===== src/hw/rtl/nfs_pkg.sv =====
// Shared types and constants for the nearest free slot search block.
// Used by nfs_ctrl, nfs_dp and nearest_free_slot_search; no dependencies.
package nfs_pkg;

	localparam int MAX_SLOTS_DEF = 4096;
	localparam int WORD_W        = 64;
	localparam int BIT_W         = 6;
	localparam int WIDX_W        = 6;
	localparam int SLOT_W        = 12;
	localparam int CNT_W         = 13;

	typedef enum logic [1:0] {
		KIND_LOAD_REMOVED = 2'd0,
		KIND_LOAD_USED    = 2'd1,
		KIND_QUERY        = 2'd2
	} kind_t;

	typedef enum logic [1:0] {
		ST_CLEAR,
		ST_IDLE,
		ST_SEARCH,
		ST_DONE
	} state_t;

	typedef struct packed {
		kind_t               kind;
		logic [WIDX_W-1:0]   word_index;
		logic [WORD_W-1:0]   word_data;
		logic [SLOT_W-1:0]   middle_index;
	} in_t;

	typedef struct packed {
		logic                found;
		logic [SLOT_W-1:0]   slot_index;
	} out_t;

	typedef struct packed {
		logic clear;
		logic load_removed;
		logic load_used;
		logic start;
		logic step;
		logic capture;
		logic push;
	} cmd_t;

	typedef struct packed {
		logic clear_last;
		logic done;
	} status_t;

endpackage


===== src/hw/rtl/nfs_ctrl.sv =====
// Controller state machine for the nearest free slot search block.
// Depends on nfs_pkg; drives nfs_dp through cmd_t and reads status_t.
module nfs_ctrl (
	input  logic              clk,
	input  logic              arst_n,
	input  logic              in_valid,
	output logic              in_ready,
	input  nfs_pkg::kind_t    in_kind,
	output logic              out_valid,
	input  logic              out_ready,
	output nfs_pkg::cmd_t     cmd,
	input  nfs_pkg::status_t  status
);
	import nfs_pkg::*;

	state_t state_q;
	state_t state_next;
	logic   out_valid_q;
	logic   out_free;

	assign out_free  = !out_valid_q || out_ready;
	assign out_valid = out_valid_q;

	always_ff @(posedge clk or negedge arst_n) begin
		if (!arst_n) begin
			state_q     <= ST_CLEAR;
			out_valid_q <= 1'b0;
		end else begin
			state_q <= state_next;
			if (cmd.push) begin
				out_valid_q <= 1'b1;
			end else if (out_ready) begin
				out_valid_q <= 1'b0;
			end
		end
	end

	always_comb begin
		state_next = state_q;
		case (state_q)
			ST_CLEAR: begin
				if (status.clear_last) state_next = ST_IDLE;
			end
			ST_IDLE: begin
				if (in_valid && in_kind == KIND_QUERY) state_next = ST_SEARCH;
			end
			ST_SEARCH: begin
				if (status.done) state_next = ST_DONE;
			end
			ST_DONE: begin
				if (out_free) state_next = ST_IDLE;
			end
			default: state_next = ST_CLEAR;
		endcase
	end

	always_comb begin
		cmd      = '0;
		in_ready = 1'b0;
		case (state_q)
			ST_CLEAR: begin
				cmd.clear = 1'b1;
			end
			ST_IDLE: begin
				in_ready = 1'b1;
				if (in_valid) begin
					case (in_kind)
						KIND_LOAD_REMOVED: cmd.load_removed = 1'b1;
						KIND_LOAD_USED:    cmd.load_used    = 1'b1;
						KIND_QUERY:        cmd.start        = 1'b1;
						default:           ;
					endcase
				end
			end
			ST_SEARCH: begin
				// keep reading ahead; the evaluated step is the one read in the previous cycle
				cmd.step    = 1'b1;
				cmd.capture = status.done;
			end
			ST_DONE: begin
				cmd.push = out_free;
			end
			default: ;
		endcase
	end

endmodule


===== config.mk =====
export PLATFORM = sky130hd
export DESIGN_NAME = nfs_ctrl
export DESIGN_NICKNAME = d
export VERILOG_FILES = /design/src/hw/rtl/nfs_pkg.sv /design/src/hw/rtl/nfs_ctrl.sv
export SDC_FILE = /design/constraint.sdc
export NUM_CORES = 1
export LEC_CHECK = 0
export ABC_AREA = 1
export CAP_MARGIN = 20
export CORE_AREA = 2 2 39 41
export CTS_BUF_LIST = sky130_fd_sc_hd__clkbuf_16
export DETAILED_ROUTE_END_ITERATION = 10
export DIE_AREA = 0 0 41 43
export DONT_BUFFER_PORTS = 1
export GPL_ROUTABILITY_DRIVEN = 0
export HOLD_SLACK_MARGIN = 0.12
export PLACE_DENSITY = 0.43
export SLEW_MARGIN = 10
export SYNTH_ARGS = -nofsm -noshare
export SYNTH_HDL_FRONTEND = slang
export SYNTH_SLANG_ARGS = --single-unit

===== constraint.sdc =====
create_clock -name clk -period 3 [get_ports clk]
set_clock_uncertainty 0.2 [all_clocks]
set_input_delay 0.6 -clock clk [delete_from_list [all_inputs] [get_ports clk]]
set_output_delay 0.6 -clock clk [all_outputs]
set_load 0.01 [all_outputs]

==> impl_metrics.yaml <==
status:
  status: "completed"
clock_network:
  cts_resized: 0
  cts_buffer_depth: 2
  clock_latency_ps: 220
  htreeDepth: 1
  path_clk_slew_ps: 30
  cts_sinks: 3
  cts_tree: "done"
  cts_buffers: 3
  root_buffer: "clkbuf_16"
cells_and_area:
  syn_to_final_growth_pct: 36.7
  mostFrequentLayoutCells: "inv_1 (11), nand2_1 (8), nand3_2 (4), nand2_2 (4), ha_1 (4)"
  nFillCells: 149
  final_common_cell: "inv_1"
  diodes: 0
  layout.nets: 58
  drive_above_1_share_pct: 28.9
  final_util_pct: 29.3
pwr:
  pwr-share-clk_pct: 42.6
  switching_share_pct: 37.5
  max-vdd-ir-drop_uv: 351
  p_per_area_nw_per_um2: 1210
  switchingPower_uw: 184
  comb_power_share_pct: 39.6
  p_leak_nw: 0.236
  internal_power_uw: 307
  seq_power_share_pct: 17.8
setup_path:
  cp_num_buf_inv: 1
  cp_max_fo: 4
  cp-start-kind: "flop"
  crit_type: "flop to output port"
  cp.required_ps: 2200
  crit_arrival_ps: 1320
  slowest_stage: "dfrtp_1"
  cp_top_family: "flip-flops"
  cp_cell_sequence: "inv_1 > ha_1 > nand3b_1 > nor2_1"
  max_stage_delay_ps: 400
  end_kind: "output port"
route:
  drtAntennaViolNets: 0
  routedWlPerCell_microns: 9.18
  first_iter_violations: 3
  avgViaCountPerCell: 3.84
  dr_total_vias: 234
  wl_microns: 560
  drt-pass1-iter-count: 3
  drcViolationCount: 0
timing:
  relSlewSlack_pct: 81.8
  hold_viol_final: 0
  slew_violations: 0
  layout_worst_path_cycle_share_pct: 70.6
  finalSetupViolCount: 0
  rsz0062_at_grt: "false"
  tightestPinTransition_ps: 274
  tns_ps: 0
  period_needed_ps: 2120
  max_freq_mhz: 472
logic_synthesis:
  synth_top_area_share_pct: 25.3
  synth_nets: 52
  synth_area_leaders: "dfrtp_1 (25%), ha_1 (17%), nand3_2 (14%)"
  synth_warnings: 0
  synth_cell_types: 11
  yosysSeqAreaShare_pct: 25.3
  synth_area_per_cell_sq_um: 7.41
  synth_cells: 40
  yosysTopAreaCell: "dfrtp_1"
  mappedNetlistArea_sq_um: 297
  ys_ff_latch: 3
die:
  rows: 14
  die_y_microns: 43
  start_util_pct: 21.4
  core-area_sq_um: 1380
  die_w_microns: 41
  dieArea_sq_um: 1760
  design.portCount: 17
place:
  place_hpwl_microns: 467
  io_buffers: 0
global_route:
  grt_max_degree: 5
  grt_use_total_pct: 7.44
  antenna_found_initial: 0
  grt_pass1_wl_microns: 800
  grt_pass1_vias: 213
  grt_overflow_total: 0
worst_hold_path:
  min_path_type: "flop to flop"
run:
  drv_cap: 0
-- tightest hold or removal path, delay by kind of cell, from the launching register on --
kind	cells	cell delay, ps
flops	1	380
simple gates	2	120
-- power by group through the flow --
stage	combinational [mW]	sequential (mW)	clock, mW
after floorplan	0.167	0.0843	0
after global placement	0.195	0.0887	0
after detailed placement	0.195	0.0892	0
after CTS	0.199	0.0884	0.212
after global routing	0.220	0.0932	0.214
final	0.195	0.0874	0.210
-- routing by layer --
layer  GRT usage (%)  wire length (microns)  up-vias  share of wire, %
met1            8.74                    255       93                46
li1                -                      -      125                 -
met3            1.57                     44        2               7.9
met5               0                      0        -                 0
met2            9.06                    244       14                44
met4            10.0                     15        0               2.7
-- flip-flops by register name, summed over array words and instances, names as in the netlist --
signal,count
state_q,2
out_valid,1
-- timing repair --
| action | in CTS | in global routing |
|---|---|---|
| setup buffers | 0 | 0 |
| endpoints found under the hold margin | 3 | 0 |
| hold buffers | 1 | 0 |
-- path summary, 6_finish.rpt --
path | depth (start not counted) | from | to | slack, ps
setup / recovery | 4 | state_q[1]$_DFFE_PN0P_ | cmd[5] | 880
hold / removal | 2 | state_q[0]$_DFFE_PN0P_ | state_q[0]$_DFFE_PN0P_ | 340
setup reg to reg | 8 | state_q[0]$_DFFE_PN0P_ | state_q[1]$_DFFE_PN0P_ | 1550
hold reg to reg | 2 | state_q[0]$_DFFE_PN0P_ | state_q[0]$_DFFE_PN0P_ | 340
max in group asynchronous | 1 | arst_n | out_valid$_DFFE_PN0P_ | 2010
min in group asynchronous | 1 | arst_n | state_q[0]$_DFFE_PN0P_ | 430
-- Yosys cell counts --
master / n
nand2_1: 8
inv_1: 10
nor2_4: 1
nand2_2: 4
dfrtp_1: 3
nand3_2: 4
a21oi_1: 1
ha_1: 4
nor2_1: 3
inv_2: 1
nand3b_1: 1
-- kinds of logic (layout without fill, tap and decap cells) --
group,count (synthesis),in the layout,share of synthesized area [%]
simple gates,21,21,42.2
buf+inv,11,16,13.9
fa+ha+maj,4,4,16.9
flops,3,3,25.3
compound gates,1,1,1.69
-- per-stage QoR --
step           worst slack (ps)  instances  hold slack (ps)  cell area [sq um]  power, mW
6_report                    881         61              338                405      0.492
3_3_place_gp               1130         56              104                317      0.283
2_1_floorplan              1200         40              104                297      0.252
4_1_cts                     873         61              351                405      0.499
5_1_grt                     812         61              384                405      0.527
3_5_place_dp               1120         56              104                317      0.284
-- area by class of cell --
cell class                 count  area (sq um)  share of cell area (%)
timing repair buffer           1          10.0                    2.47
multi-input combinational     26           180                    44.4
sequential                     3          75.1                    18.5
clock inverter                 1          3.75                   0.926
inverter                      11          41.3                    10.2
clock buffer                   3          75.1                    18.5
tap                           16          20.0                    4.94
Power figures use the tool's default switching activity.
